===== src/hw/rtl/esp_pkg.sv =====
package esp_pkg;

    localparam int CNT_W       = 16;
    localparam int DELTA_W     = 17;
    localparam int DELTA_MAG_W = 16;
    localparam int CPR_W       = 24;
    localparam int RATE_W      = 16;
    localparam int FRAC_W      = 16;
    localparam int PROD_W      = DELTA_MAG_W + RATE_W;
    localparam int RES_W       = 32;
    localparam int ACC_W       = 48;
    localparam int SPD_NUM_W   = PROD_W + FRAC_W;
    localparam int POS_NUM_W   = ACC_W + FRAC_W;

    localparam int REARM       = 20000;
    localparam int CPR_RESET   = 60000;
    localparam int RATE_RESET  = 100;

    localparam int CFG_IDX_W   = 1;
    localparam int CFG_DATA_W  = 24;

    localparam int IN_TDATA_W  = 16;
    localparam int OUT_TDATA_W = 120;
    localparam int OUT_PAD_W   = OUT_TDATA_W - DELTA_W - 3 * RES_W;

    typedef enum logic [CFG_IDX_W-1:0]
    {
        CFG_COUNTS_PER_REV = 1'b0,
        CFG_SAMPLE_RATE    = 1'b1
    } cfg_idx_t;

    // sign and magnitude back to a saturated two's complement word
    function automatic logic signed [RES_W-1:0] sat_mag
    (
        input logic             neg,
        input logic             ovf,
        input logic [RES_W-1:0] mag
    );
        logic signed [RES_W-1:0] res;
        if (ovf || mag[RES_W-1])
        begin
            res = neg ? {1'b1, {(RES_W-1){1'b0}}} : {1'b0, {(RES_W-1){1'b1}}};
        end
        else
        begin
            res = neg ? -$signed(mag) : $signed(mag);
        end
        return res;
    endfunction

endpackage


===== src/hw/rtl/encoder_speed_position_averager.sv =====
// Encoder speed and position averager. Each input beat carries one encoder counter sample
// for one motor (counter re-armed at 20000); the block returns one output beat with the count
// delta, the instant speed and the accumulated position in Q16.16, and the mean speed over
// that motor's last WINDOW samples. Samples for a motor at or above MOTORS are dropped with no
// output beat. Speed, position and mean come from bit-serial restoring dividers producing
// one quotient bit per cycle: the 64-step position division runs alongside the 48-step speed
// division, then the mean takes 32 + ceil(log2(WINDOW)) steps. Only one sample is in work at
// a time: the next beat is accepted once the finished item has moved to the output register,
// which waits on tready while that register is full. The previous output beat may be held
// while the next sample is worked on. After reset a clearing sweep zeroes the speed window
// memory, MOTORS * 2**ceil(log2(WINDOW)) entries (16 by default); no sample is taken meanwhile.
// Configuration writes (index 0 counts_per_rev, index 1 sample_rate_hz) take effect at once
// and belong in idle periods only; a counts_per_rev of zero is treated as one.
module encoder_speed_position_averager
    import esp_pkg::*;
#(
    parameter int WINDOW = 8,
    parameter int MOTORS = 2
)
(
    input  logic                   clk,
    input  logic                   rst_n,

    input  logic                   cfg_we,
    input  logic [CFG_IDX_W-1:0]   cfg_index,
    input  logic [CFG_DATA_W-1:0]  cfg_data,

    input  logic                   s_axis_tvalid,
    output logic                   s_axis_tready,
    input  logic [IN_TDATA_W-1:0]  s_axis_tdata,   // counter_value[15:0]
    input  logic                   s_axis_tuser,   // motor_select

    output logic                   m_axis_tvalid,
    input  logic                   m_axis_tready,
    output logic [OUT_TDATA_W-1:0] m_axis_tdata,   // count_delta[16:0], speed_rps[48:17],
                                                   // position_rev[80:49],
                                                   // mean_speed[112:81], zero pad
    output logic                   m_axis_tuser    // motor_index
);

    localparam int PTR_W     = $clog2(WINDOW);
    localparam int MOT_W     = (MOTORS > 1) ? $clog2(MOTORS) : 1;
    localparam int DEPTH     = MOTORS * (2 ** PTR_W);
    localparam int ADDR_W    = $clog2(DEPTH);
    localparam int SUM_W     = RES_W + $clog2(WINDOW);
    localparam int AVG_DEN_W = $clog2(WINDOW + 1);

    typedef enum logic [2:0]
    {
        ST_IDLE,
        ST_PREP,
        ST_START,
        ST_DIVIDE,
        ST_WIN_ADD,
        ST_AVG_START,
        ST_AVG,
        ST_FINISH
    } state_t;

    state_t state_reg;

    logic [CPR_W-1:0]  cpr_reg;
    logic [RATE_W-1:0] rate_reg;

    logic [MOT_W-1:0]         sel_reg;
    logic signed [DELTA_W-1:0] delta_reg;
    logic [PROD_W-1:0]        prod_reg;
    logic signed [SUM_W-1:0]  sum_tmp_reg;
    logic                     pos_neg_reg;
    logic                     avg_neg_reg;
    logic signed [RES_W-1:0]  speed_reg;
    logic signed [RES_W-1:0]  pos_reg;
    logic signed [RES_W-1:0]  filt_reg;

    logic signed [ACC_W-1:0] acc_reg [MOTORS];
    logic signed [SUM_W-1:0] sum_reg [MOTORS];
    logic [PTR_W-1:0]        ptr_reg [MOTORS];

    logic                     m_valid_reg;
    logic                     out_sel_reg;
    logic signed [DELTA_W-1:0] out_delta_reg;
    logic signed [RES_W-1:0]  out_speed_reg;
    logic signed [RES_W-1:0]  out_pos_reg;
    logic signed [RES_W-1:0]  out_filt_reg;

    logic                      accept;
    logic                      out_load;
    logic                      sel_ok;
    logic [MOT_W-1:0]          in_sel;
    logic signed [DELTA_W-1:0] in_delta;
    logic [CPR_W-1:0]          cpr_eff;
    logic [DELTA_W-1:0]        delta_neg;
    logic [DELTA_MAG_W-1:0]    delta_mag;
    logic [PROD_W-1:0]         prod_next;
    logic signed [ACC_W:0]     acc_sum;
    logic signed [ACC_W-1:0]   acc_next;
    logic [ACC_W-1:0]          acc_mag;
    logic signed [SUM_W-1:0]   sum_next;
    logic [SUM_W-1:0]          sum_mag;
    logic [PTR_W-1:0]          ptr_cur;
    logic [PTR_W-1:0]          ptr_next;

    logic                    win_clearing;
    logic                    win_rd_en;
    logic                    win_wr_en;
    logic [ADDR_W-1:0]       win_addr;
    logic signed [RES_W-1:0] win_rd_data;

    logic                  div_start;
    logic                  avg_start;
    logic [SPD_NUM_W-1:0]  spd_num;
    logic [POS_NUM_W-1:0]  pos_num;
    logic                  spd_done, pos_done, avg_done;
    logic [RES_W-1:0]      spd_quot, pos_quot, avg_quot;
    logic                  spd_ovf, pos_ovf, avg_ovf;

    // input side
    assign s_axis_tready = (state_reg == ST_IDLE) && !win_clearing;
    assign accept        = s_axis_tvalid && s_axis_tready;
    assign in_sel        = MOT_W'(s_axis_tuser);
    assign sel_ok        = (32'(s_axis_tuser) < 32'(MOTORS));
    assign in_delta      = $signed(DELTA_W'(REARM) - {1'b0, s_axis_tdata[CNT_W-1:0]});

    // output register loads when empty or being drained this cycle
    assign out_load = (state_reg == ST_FINISH) && (!m_valid_reg || m_axis_tready);

    assign cpr_eff = (cpr_reg == '0) ? CPR_W'(1) : cpr_reg;

    // speed numerator magnitude
    assign delta_neg = -delta_reg;
    assign delta_mag = delta_reg[DELTA_W-1] ? delta_neg[DELTA_MAG_W-1:0]
                                            : delta_reg[DELTA_MAG_W-1:0];
    assign prod_next = PROD_W'(delta_mag) * PROD_W'(rate_reg);

    // saturating count accumulator
    assign acc_sum  = (ACC_W+1)'(acc_reg[sel_reg]) + (ACC_W+1)'(delta_reg);
    assign acc_next = (acc_sum[ACC_W] != acc_sum[ACC_W-1])
                    ? (acc_sum[ACC_W] ? {1'b1, {(ACC_W-1){1'b0}}} : {1'b0, {(ACC_W-1){1'b1}}})
                    : acc_sum[ACC_W-1:0];
    assign acc_mag  = acc_reg[sel_reg][ACC_W-1] ? ACC_W'(-acc_reg[sel_reg])
                                                : ACC_W'(acc_reg[sel_reg]);

    assign spd_num = {prod_reg, {FRAC_W{1'b0}}};
    assign pos_num = {acc_mag, {FRAC_W{1'b0}}};

    // window bookkeeping
    assign sum_next = sum_tmp_reg + SUM_W'(speed_reg);
    assign sum_mag  = sum_reg[sel_reg][SUM_W-1] ? SUM_W'(-sum_reg[sel_reg])
                                                : SUM_W'(sum_reg[sel_reg]);
    assign ptr_cur  = (state_reg == ST_IDLE) ? ptr_reg[in_sel] : ptr_reg[sel_reg];
    assign ptr_next = (ptr_reg[sel_reg] == PTR_W'(WINDOW - 1)) ? '0
                                                              : ptr_reg[sel_reg] + PTR_W'(1);

    assign win_rd_en = accept && sel_ok;
    assign win_wr_en = (state_reg == ST_WIN_ADD);
    assign win_addr  = (state_reg == ST_IDLE) ? ADDR_W'({in_sel, ptr_cur})
                                              : ADDR_W'({sel_reg, ptr_cur});

    assign div_start = (state_reg == ST_START);
    assign avg_start = (state_reg == ST_AVG_START);

    esp_window
    #(
        .DEPTH  (DEPTH),
        .ADDR_W (ADDR_W)
    )
    u_window
    (
        .clk      (clk),
        .rst_n    (rst_n),
        .clearing (win_clearing),
        .rd_en    (win_rd_en),
        .wr_en    (win_wr_en),
        .addr     (win_addr),
        .wr_data  (speed_reg),
        .rd_data  (win_rd_data)
    );

    esp_serdiv
    #(
        .NUM_W (SPD_NUM_W),
        .DEN_W (CPR_W)
    )
    u_spd_div
    (
        .clk   (clk),
        .rst_n (rst_n),
        .start (div_start),
        .num   (spd_num),
        .den   (cpr_eff),
        .done  (spd_done),
        .quot  (spd_quot),
        .ovf   (spd_ovf)
    );

    esp_serdiv
    #(
        .NUM_W (POS_NUM_W),
        .DEN_W (CPR_W)
    )
    u_pos_div
    (
        .clk   (clk),
        .rst_n (rst_n),
        .start (div_start),
        .num   (pos_num),
        .den   (cpr_eff),
        .done  (pos_done),
        .quot  (pos_quot),
        .ovf   (pos_ovf)
    );

    esp_serdiv
    #(
        .NUM_W (SUM_W),
        .DEN_W (AVG_DEN_W)
    )
    u_avg_div
    (
        .clk   (clk),
        .rst_n (rst_n),
        .start (avg_start),
        .num   (sum_mag),
        .den   (AVG_DEN_W'(WINDOW)),
        .done  (avg_done),
        .quot  (avg_quot),
        .ovf   (avg_ovf)
    );

    // configuration registers
    always_ff @(posedge clk or negedge rst_n)
    begin
        if (!rst_n)
        begin
            cpr_reg  <= CPR_W'(CPR_RESET);
            rate_reg <= RATE_W'(RATE_RESET);
        end
        else if (cfg_we)
        begin
            case (cfg_index)
                CFG_COUNTS_PER_REV: cpr_reg  <= cfg_data[CPR_W-1:0];
                CFG_SAMPLE_RATE:    rate_reg <= cfg_data[RATE_W-1:0];
                default:            ;
            endcase
        end
    end

    always_ff @(posedge clk or negedge rst_n)
    begin
        if (!rst_n)
        begin
            state_reg     <= ST_IDLE;
            sel_reg       <= '0;
            delta_reg     <= '0;
            prod_reg      <= '0;
            sum_tmp_reg   <= '0;
            pos_neg_reg   <= 1'b0;
            avg_neg_reg   <= 1'b0;
            speed_reg     <= '0;
            pos_reg       <= '0;
            filt_reg      <= '0;
            m_valid_reg   <= 1'b0;
            out_sel_reg   <= 1'b0;
            out_delta_reg <= '0;
            out_speed_reg <= '0;
            out_pos_reg   <= '0;
            out_filt_reg  <= '0;
            for (int m = 0; m < MOTORS; m++)
            begin
                acc_reg[m] <= '0;
                sum_reg[m] <= '0;
                ptr_reg[m] <= '0;
            end
        end
        else
        begin
            if (out_load)
            begin
                m_valid_reg <= 1'b1;
            end
            else if (m_axis_tready)
            begin
                m_valid_reg <= 1'b0;
            end
            case (state_reg)
                ST_IDLE:
                begin
                    if (accept && sel_ok)
                    begin
                        sel_reg   <= in_sel;
                        delta_reg <= in_delta;
                        state_reg <= ST_PREP;
                    end
                end
                ST_PREP:
                begin
                    prod_reg         <= prod_next;
                    acc_reg[sel_reg] <= acc_next;
                    sum_tmp_reg      <= sum_reg[sel_reg] - SUM_W'(win_rd_data);
                    state_reg        <= ST_START;
                end
                ST_START:
                begin
                    pos_neg_reg <= acc_reg[sel_reg][ACC_W-1];
                    state_reg   <= ST_DIVIDE;
                end
                ST_DIVIDE:
                begin
                    if (spd_done && pos_done)
                    begin
                        speed_reg <= sat_mag(delta_reg[DELTA_W-1], spd_ovf, spd_quot);
                        pos_reg   <= sat_mag(pos_neg_reg, pos_ovf, pos_quot);
                        state_reg <= ST_WIN_ADD;
                    end
                end
                ST_WIN_ADD:
                begin
                    sum_reg[sel_reg] <= sum_next;
                    ptr_reg[sel_reg] <= ptr_next;
                    state_reg        <= ST_AVG_START;
                end
                ST_AVG_START:
                begin
                    avg_neg_reg <= sum_reg[sel_reg][SUM_W-1];
                    state_reg   <= ST_AVG;
                end
                ST_AVG:
                begin
                    if (avg_done)
                    begin
                        filt_reg  <= sat_mag(avg_neg_reg, avg_ovf, avg_quot);
                        state_reg <= ST_FINISH;
                    end
                end
                ST_FINISH:
                begin
                    if (out_load)
                    begin
                        out_sel_reg   <= sel_reg[0];
                        out_delta_reg <= delta_reg;
                        out_speed_reg <= speed_reg;
                        out_pos_reg   <= pos_reg;
                        out_filt_reg  <= filt_reg;
                        state_reg     <= ST_IDLE;
                    end
                end
                default:
                begin
                    state_reg <= ST_IDLE;
                end
            endcase
        end
    end

    assign m_axis_tvalid = m_valid_reg;
    assign m_axis_tuser  = out_sel_reg;
    assign m_axis_tdata  = {{OUT_PAD_W{1'b0}}, out_filt_reg, out_pos_reg, out_speed_reg,
                            out_delta_reg};

    a_no_beat_while_clearing : assert property (@(posedge clk) disable iff (!rst_n)
        win_clearing |-> !s_axis_tready)
        else $error("sample taken during window clearing");

    a_dividers_finished : assert property (@(posedge clk) disable iff (!rst_n)
        (state_reg == ST_WIN_ADD) |-> (spd_done && pos_done))
        else $error("window update before divisions finished");

    a_motor_in_range : assert property (@(posedge clk) disable iff (!rst_n)
        (state_reg != ST_IDLE) |-> (32'(sel_reg) < 32'(MOTORS)))
        else $error("item in flight for a motor out of range");

    a_output_from_finish : assert property (@(posedge clk) disable iff (!rst_n)
        $rose(m_axis_tvalid) |-> $past(state_reg == ST_FINISH))
        else $error("output beat raised outside finish");

endmodule


===== src/hw/rtl/esp_serdiv.sv =====
module esp_serdiv
    import esp_pkg::*;
#(
    parameter int NUM_W = 48,
    parameter int DEN_W = 24
)
(
    input  logic             clk,
    input  logic             rst_n,
    input  logic             start,
    input  logic [NUM_W-1:0] num,
    input  logic [DEN_W-1:0] den,
    output logic             done,
    output logic [RES_W-1:0] quot,
    output logic             ovf
);

    localparam int CNT_W = $clog2(NUM_W + 1);

    logic [CNT_W-1:0] cnt_reg, cnt_next;
    logic [NUM_W-1:0] num_reg, num_next;
    logic [DEN_W-1:0] rem_reg, rem_next;
    logic [DEN_W-1:0] den_reg, den_next;
    logic [RES_W-1:0] quot_reg, quot_next;
    logic             ovf_reg, ovf_next;

    logic [DEN_W:0] trial;
    logic [DEN_W:0] diff;
    logic           fits;

    // one quotient bit per cycle, dividend shifted in msb first
    assign trial = {rem_reg, num_reg[NUM_W-1]};
    assign diff  = trial - {1'b0, den_reg};
    assign fits  = (trial >= {1'b0, den_reg});

    always_comb
    begin
        cnt_next  = cnt_reg;
        num_next  = num_reg;
        rem_next  = rem_reg;
        den_next  = den_reg;
        quot_next = quot_reg;
        ovf_next  = ovf_reg;
        if (start)
        begin
            cnt_next  = CNT_W'(NUM_W);
            num_next  = num;
            rem_next  = '0;
            den_next  = den;
            quot_next = '0;
            ovf_next  = 1'b0;
        end
        else if (cnt_reg != '0)
        begin
            cnt_next  = cnt_reg - CNT_W'(1);
            num_next  = {num_reg[NUM_W-2:0], 1'b0};
            rem_next  = fits ? diff[DEN_W-1:0] : trial[DEN_W-1:0];
            quot_next = {quot_reg[RES_W-2:0], fits};
            // quotient bits above the result width only mark overflow
            ovf_next  = ovf_reg | quot_reg[RES_W-1];
        end
    end

    always_ff @(posedge clk or negedge rst_n)
    begin
        if (!rst_n)
        begin
            cnt_reg <= '0;
        end
        else
        begin
            cnt_reg <= cnt_next;
        end
    end

    always_ff @(posedge clk)
    begin
        num_reg  <= num_next;
        rem_reg  <= rem_next;
        den_reg  <= den_next;
        quot_reg <= quot_next;
        ovf_reg  <= ovf_next;
    end

    assign done = (cnt_reg == '0);
    assign quot = quot_reg;
    assign ovf  = ovf_reg;

endmodule


===== src/hw/rtl/esp_window.sv =====
module esp_window
    import esp_pkg::*;
#(
    parameter int DEPTH  = 16,
    parameter int ADDR_W = 4
)
(
    input  logic                    clk,
    input  logic                    rst_n,
    output logic                    clearing,
    input  logic                    rd_en,
    input  logic                    wr_en,
    input  logic [ADDR_W-1:0]       addr,
    input  logic signed [RES_W-1:0] wr_data,
    output logic signed [RES_W-1:0] rd_data
);

    localparam logic [ADDR_W-1:0] LAST = ADDR_W'(DEPTH - 1);

    logic signed [RES_W-1:0] mem [DEPTH];
    logic signed [RES_W-1:0] rd_data_reg;
    logic [ADDR_W-1:0]       clr_cnt_reg, clr_cnt_next;
    logic                    clearing_reg, clearing_next;

    always_comb
    begin
        clr_cnt_next  = clr_cnt_reg;
        clearing_next = clearing_reg;
        if (clearing_reg)
        begin
            clr_cnt_next = clr_cnt_reg + ADDR_W'(1);
            if (clr_cnt_reg == LAST)
            begin
                clearing_next = 1'b0;
            end
        end
    end

    always_ff @(posedge clk or negedge rst_n)
    begin
        if (!rst_n)
        begin
            clr_cnt_reg  <= '0;
            clearing_reg <= 1'b1;
        end
        else
        begin
            clr_cnt_reg  <= clr_cnt_next;
            clearing_reg <= clearing_next;
        end
    end

    // zeroing sweep after reset, one entry a cycle; afterwards writes and registered reads
    always_ff @(posedge clk)
    begin
        if (clearing_reg)
        begin
            mem[clr_cnt_reg] <= '0;
        end
        else if (wr_en)
        begin
            mem[addr] <= wr_data;
        end
        if (rd_en)
        begin
            rd_data_reg <= mem[addr];
        end
    end

    assign clearing = clearing_reg;
    assign rd_data  = rd_data_reg;

    a_no_access_while_clearing : assert property (@(posedge clk) disable iff (!rst_n)
        clearing_reg |-> (!wr_en && !rd_en))
        else $error("window accessed during clearing sweep");

    a_sweep_covers_all : assert property (@(posedge clk) disable iff (!rst_n)
        $fell(clearing_reg) |-> ($past(clr_cnt_reg) == LAST))
        else $error("clearing sweep ended early");

endmodule


===== config.mk =====
export PLATFORM = sky130hd
export DESIGN_NAME = encoder_speed_position_averager
export DESIGN_NICKNAME = d
export VERILOG_FILES = /design/src/hw/rtl/esp_pkg.sv /design/src/hw/rtl/encoder_speed_position_averager.sv /design/src/hw/rtl/esp_serdiv.sv /design/src/hw/rtl/esp_window.sv
export SDC_FILE = /design/constraint.sdc
export NUM_CORES = 2
export LEC_CHECK = 0
export BUFFER_PORTS_ARGS = -buffer_cell sky130_fd_sc_hd__buf_2
export CAP_MARGIN = 20
export CORE_MARGIN = 1.5
export CORE_UTILIZATION = 41
export DETAILED_ROUTE_END_ITERATION = 10
export SYNTH_ARGS = -nofsm -noshare
export SYNTH_HDL_FRONTEND = slang
export SYNTH_SLANG_ARGS = --single-unit

===== constraint.sdc =====
create_clock -name clk -period 7.6 [get_ports clk]
set_input_delay 1.14 -clock clk [delete_from_list [all_inputs] [get_ports clk]]
set_output_delay 1.14 -clock clk [all_outputs]
set_load 0.05 [all_outputs]

======== Yosys cells after proc, flatten, opt, wreduce, memory -nomap -nowiden ========
Memory sizes are Yosys's and may differ from the RTL's. A register that Yosys moved wholly into a read port is not among the register bits.
Index checks and enable logic that the tools add are counted.
storage, ports and cells
  RAM bits ................................ 512
  output and inout port bits .............. 123
  input port bits ......................... 47
  flip-flop bits (word level) ............. 827
  memories kept ........................... 1
  logic and storage cells ................. 189
cells by class
  $mul .................................... 1
  $lt $le $gt $ge ......................... 6
  add/subtract/negate cells ............... 18
  bitwise operators ....................... 6
  mux-type cells .......................... 70
  equality and inequality tests ........... 14
  reductions and logical operators ........ 31
memories
  name          words  width  rd ports  clocked after memory_dff  wr ports  line              RTL
  u_window.mem  16     32     1         1                         1         esp_window.sv:20  logic signed [RES_W-1:0] mem [DEPTH];
operators with widths
  operator                                                              number
  48-bit 2-to-1 mux                                                     9
  32-bit 2-to-1 mux                                                     10
  35-bit 2-to-1 mux                                                     7
  64-bit 2-to-1 mux                                                     2
  96-bit bitwise mux                                                    1
  32-bit negator                                                        3
  70-bit bitwise mux                                                    1
  25-bit by 24-bit >= comparator with 1-bit output                      2
  48-bit by 17-bit adder with 49-bit output                             1
  48-bit demux with 1-bit select                                        1
  24-bit 2-to-1 mux                                                     2
  48-bit negator                                                        1
  24-bit subtractor                                                     2
  3-bit 2-to-1 mux                                                      13
  35-bit by 32-bit adder with 35-bit output                             1
  35-bit demux with 1-bit select                                        1
  35-bit negator                                                        1
  35-bit by 32-bit subtractor with 35-bit output                        1
  16-bit by 16-bit multiplier with 32-bit output                        1
  32-bit OR reduction                                                   1
  24-bit zero test                                                      1
  6-bit 2-to-1 mux                                                      4
  3-bit one-hot mux with 8 select lines                                 1
  15-bit by 16-bit subtractor with 17-bit output, first input constant  1
  35 further kinds                                                      78

======== Depth between registers and ports, before layout ========
  depth after elaboration ................. 8
  mapped depth ............................ 33
  gate-level depth less buffers ........... 30

======== Hierarchy ========
A second synthesis with hierarchy kept.
second synthesis, totals
  cells, all modules ...................... 7177
  area total of the unflattened synthesis .. 78197.5 µm²
by module, submodules not included
  module                           times used  area each (µm²)  cells an instance  sequential area each (µm²)
  encoder_speed_position_averager  1           39753.1          4502               12849.8
  esp_window                       1           21086.5          1049               16462.0
  esp_serdiv (u_pos_div)           1           7372.1           686                3958.8
  esp_serdiv (u_spd_div)           1           6596.3           646                3453.3
  esp_serdiv (u_avg_div)           1           3389.5           294                2062.0

======== Least setup slack after synthesis ========
OpenSTA, ideal clock, no wires.
  path kind ............................... reg2reg
  start ................................... register delta_reg[0]
  end ..................................... register prod_reg[28]
  data required time ...................... 7464 ps
  setup time .............................. 136 ps
  setup slack ............................. -255 ps
  stages on the path, launching flop included .. 33
  data arrival time ....................... 7719 ps
  buffers on the path ..................... 3
  clock period less this slack ............ 7855 ps
  path through ............................ dfrtp_1 -> clkbuf_1 -> clkbuf_1 -> inv_1 -> ha_1 -> nand2b_1 -> or4_1 -> or2_2 -> nand2b_1 -> o21ai_0 -> xnor2_1 -> clkbuf_1 -> nand2_1 -> fa_1 -> fa_1 -> inv_1 -> fa_1 -> fa_1 -> fa_1 -> inv_1 -> fa_1 -> inv_1 -> ha_1 -> a21o_1 -> a21o_1 -> a21oi_1 -> o21ai_0 -> o211ai_1 -> a21oi_1 -> a221oi_1 -> o2bb2ai_1 -> xor2_1 -> o21ai_0
between the ends
  cells in the longest elaborated chain, start to end .. 3
RTL lines
  what                                              line                                    RTL
  start: declaration                                encoder_speed_position_averager.sv:66   logic signed [DELTA_W-1:0] delta_reg;
  start signal: assignment                          encoder_speed_position_averager.sv:291  delta_reg <= in_delta;
  16-bit negator                                    encoder_speed_position_averager.sv:130  assign delta_neg = -delta_reg;
  16-bit 2-to-1 mux *                               encoder_speed_position_averager.sv:131  assign delta_mag = delta_reg[DELTA_W-1] ? delta_neg[DELTA_MAG_W-1:0]
  16-bit by 16-bit multiplier with 32-bit output *  encoder_speed_position_averager.sv:133  assign prod_next = PROD_W'(delta_mag) * PROD_W'(rate_reg);
  end signal: assignment                            encoder_speed_position_averager.sv:297  prod_reg <= prod_next;
  end: declaration                                  encoder_speed_position_averager.sv:67   logic [PROD_W-1:0] prod_reg;
Mark *: on every way between the ends. The rest lies on a longest branch, timed or not.
A chain may end at the register's enable or synchronous reset.

======== Final worst setup path ========
  start ................................... register delta_reg[1]
  end ..................................... register prod_reg[28]
Same word-level chain as after synthesis.

==> results.json <==
{
  "first_global_vias": 52400,
  "timing.hold.ws_ns": 0.358,
  "drt_iter0_drc": 3489,
  "p_leak_nw": 36.9,
  "die_h_um": 430,
  "synthFlopType": "edfxtp_1",
  "p_per_area_nw_per_um2": 215,
  "status": "finished, final reports clean",
  "rr_startpoint": "delta_reg[1]",
  "placed_area_sq_um": 78400,
  "period_share_pct": 97.6,
  "synthCells": 7056,
  "dp_hpwl_mm": 130,
  "cts-root-buf": "clkbuf_16",
  "setup_viol": 0,
  "grt_max_degree": 163,
  "swShare_pct": 25.9,
  "design_area_sq_um": 84300,
  "core_area_sq_um": 181000,
  "synth-seq-area-share_pct": 49.5,
  "synth_top_area_share_pct": 27.5,
  "skew_ns": 0.0491,
  "relSlewSlack_pct": 26.4,
  "yosys_warnings": 0,
  "drv_cap": 0,
  "insertion_delay_ns": 0.82,
  "n_fill_cell": 16700,
  "first_pass_iters": 5,
  "die_width_um": 430,
  "async_flop_share_pct": 39.2,
  "io_pins": 170,
  "netlist_top_cells_count": "nand2_1, edfxtp_1, o21ai_0",
  "ant_nets": 0,
  "initial_core_util_pct": 41.3,
  "largest_reg_flops": 512,
  "startpoint_type": "register",
  "grt_usage_pct": 20.7,
  "register_area_sq_um": 37000,
  "end_kind": "register",
  "synth-edff-count": 683,
  "viasPerCell": 5.47,
  "crit_top_cell": "fa_1",
  "drive_above_1_share_pct": 14.5,
  "pwr-share-comb_pct": 10.7,
  "hold_violations": 0,
  "cts_buffers": 155,
  "fmax_mhz": 135,
  "worst_slack_ns": 0.184,
  "crit_type": "register to register",
  "path_max_fanout": 4,
  "rows": 156,
  "drt-total-wl_mm": 192,
  "post-place-cells": 9353,
  "drc_errors": 0,
  "pre_cts_slack_ns": -0.232,
  "routedWlPerCell_um": 19.9,
  "clkPwrFrac_pct": 42.2,
  "port_buffers": 162,
  "netlist_top_cells_area": "edfxtp_1, dfrtp_1, nand2_1",
  "power_frac_seq_pct": 47.1,
  "nNetsFinal": 7688,
  "tightestPinTransition_ns": 1.10,
  "hold_path.class": "primary input to asynchronous set/reset pin",
  "gp_congestion": 0.889,
  "syn_area_sq_um": 74600,
  "dieArea_sq_um": 185000,
  "rsz0062_at_grt": "true",
  "multi_input_area_sq_um": 35300,
  "syn_area_per_cell_sq_um": 10.6,
  "clockBufferDepth": 3,
  "cp.required_ns": 8.26,
  "arrival_ns": 8.08,
  "slowest_delay_ns": 0.55,
  "ir_worst_vdd_mv": 0.215,
  "p_int_mw": 13.4,
  "yosysUniqueCellTypes": 84,
  "clk_pin_slew_worst_paths_ns": 0.06,
  "p_switching_mw": 4.71,
  "critical_path.slowest_cell": "fa_1",
  "overflow": 0,
  "area_delta_synth_final_pct": 12.9,
  "yosys.cell_count.top_type": "nand2_1",
  "slew_viol_final": 0,
  "layout.cells.non_filler": 9665,
  "cts_max_level": 4,
  "vias": 52800,
  "antenna_found_initial": 11,
  "crit_start": "delta_reg[1]",
  "period_needed_ns": 7.42,
  "synth.ff_latch_count": 1371,
  "cts_tree": "built",
  "synth_top_area_cell": "edfxtp_1",
  "cts.sinks": 1371,
  "power_mw": 18.2,
  "ctsHoldBuffers": 0,
  "grt_pass1_wl_mm": 302
}
[layout by cell type (no fill, tap or decap), types with 25 or more instances in the layout]
cell type  count
nand2_1     1131
edfxtp_1     683
o21ai_0      543
dfrtp_1      524
a21oi_1      447
inv_1        379
nor2_1       326
ha_1         273
mux2_2       202
fa_1         195
xnor2_1      186
and2_1       172
buf_4        165
buf_2        161
clkbuf_16    158
dfxtp_1      151
mux4_2       128
nor3_1       126
xor2_1       101
a21o_1        99
a31oi_1       94
nand3_1       90
mux2i_1       59
and3_1        59
or3_1         51
o22ai_1       47
nand4_1       42
o31ai_1       39
nand2b_1      39
a211oi_1      39
clkbuf_1      36
nor2b_1       34
nor4_1        31
o21a_1        26
o21bai_1      25
[kinds of logic after synthesis]
group,share of synthesized area [%]
fa+ha+maj,10.0
compound gates,11.8
simple gates,13.4
other cells,0.00502
buf+inv,4.02
xor+xnor,3.45
flops,49.5
mux,7.77
[per-layer routing]
layer,up-vias,part of all wire [%],routed length (um),global-route usage [%]
met5,-,0,0,0
met4,0,2.9,5600,6.62
met3,287,4.7,8960,2.71
met2,1252,49,93200,34.9
met1,26200,44,84100,27.6
li1,25100,-,-,-
[critical path, delay by kind of cell (launching register included)]
kind	cells	cell delay [ns]
flip-flops	1	0.39
AND/OR/NAND/NOR	4	0.83
buffers and inverters	5	0.41
AO/OA/AOI/OAI	10	1.79
adder cells (fa/ha/maj)	8	3.46
XOR/XNOR	2	0.38
[path summary, 6_finish.rpt]
| kind | to | slack (ns) | cells past startpoint |
|---|---|---|---|
| worst max-delay path | prod_reg[28] | 0.18 | 29 |
| worst min-delay path | prod_reg[19] | 0.36 | 1 |
| worst max register to register | prod_reg[28] | 0.18 | 29 |
| worst min register to register | u_avg_div.rem_reg[3] | 0.44 | 2 |
| max in group asynchronous | out_pos_reg[6] | 5.40 | 3 |
| min in group clk | u_avg_div.rem_reg[3] | 0.44 | 2 |
[per-stage QoR]
stage               TNS [ns]  util (%)
detailed placement     -1.05      43.4
finish                     0      46.6
CTS                        0      46.4
global route          -0.484      46.6
floorplan                  0         -
global placement      -0.565      43.4
[power groups by stage]
stage / combinational (mW) / sequential (mW) / clock, mW
global route: 2.21 / 8.61 / 8.11
floorplan: 1.57 / 8.50 / 0
CTS: 1.92 / 8.54 / 7.83
finish: 1.94 / 8.56 / 7.66
detailed placement: 1.91 / 8.69 / 0
global placement: 1.87 / 8.68 / 0
[timing repair]
item / 4_1_cts / 5_1_grt
setup endpoints to repair: 9 / 14
pin swaps: 10 / 37
setup buffers: 7 / 12
resized for setup: 18 / 69
[layout make-up]
cell class,instances,area share [%]
diodes,6,0.0178
clock buffers,211,5.13
clock inverters,73,1.12
inverters,391,1.74
multi-input cells,4905,41.9
flip-flops and latches,1371,43.9
well taps,2370,3.52
repair buffers,338,2.68
No activity file was read; power rests on OpenSTA's default activity.
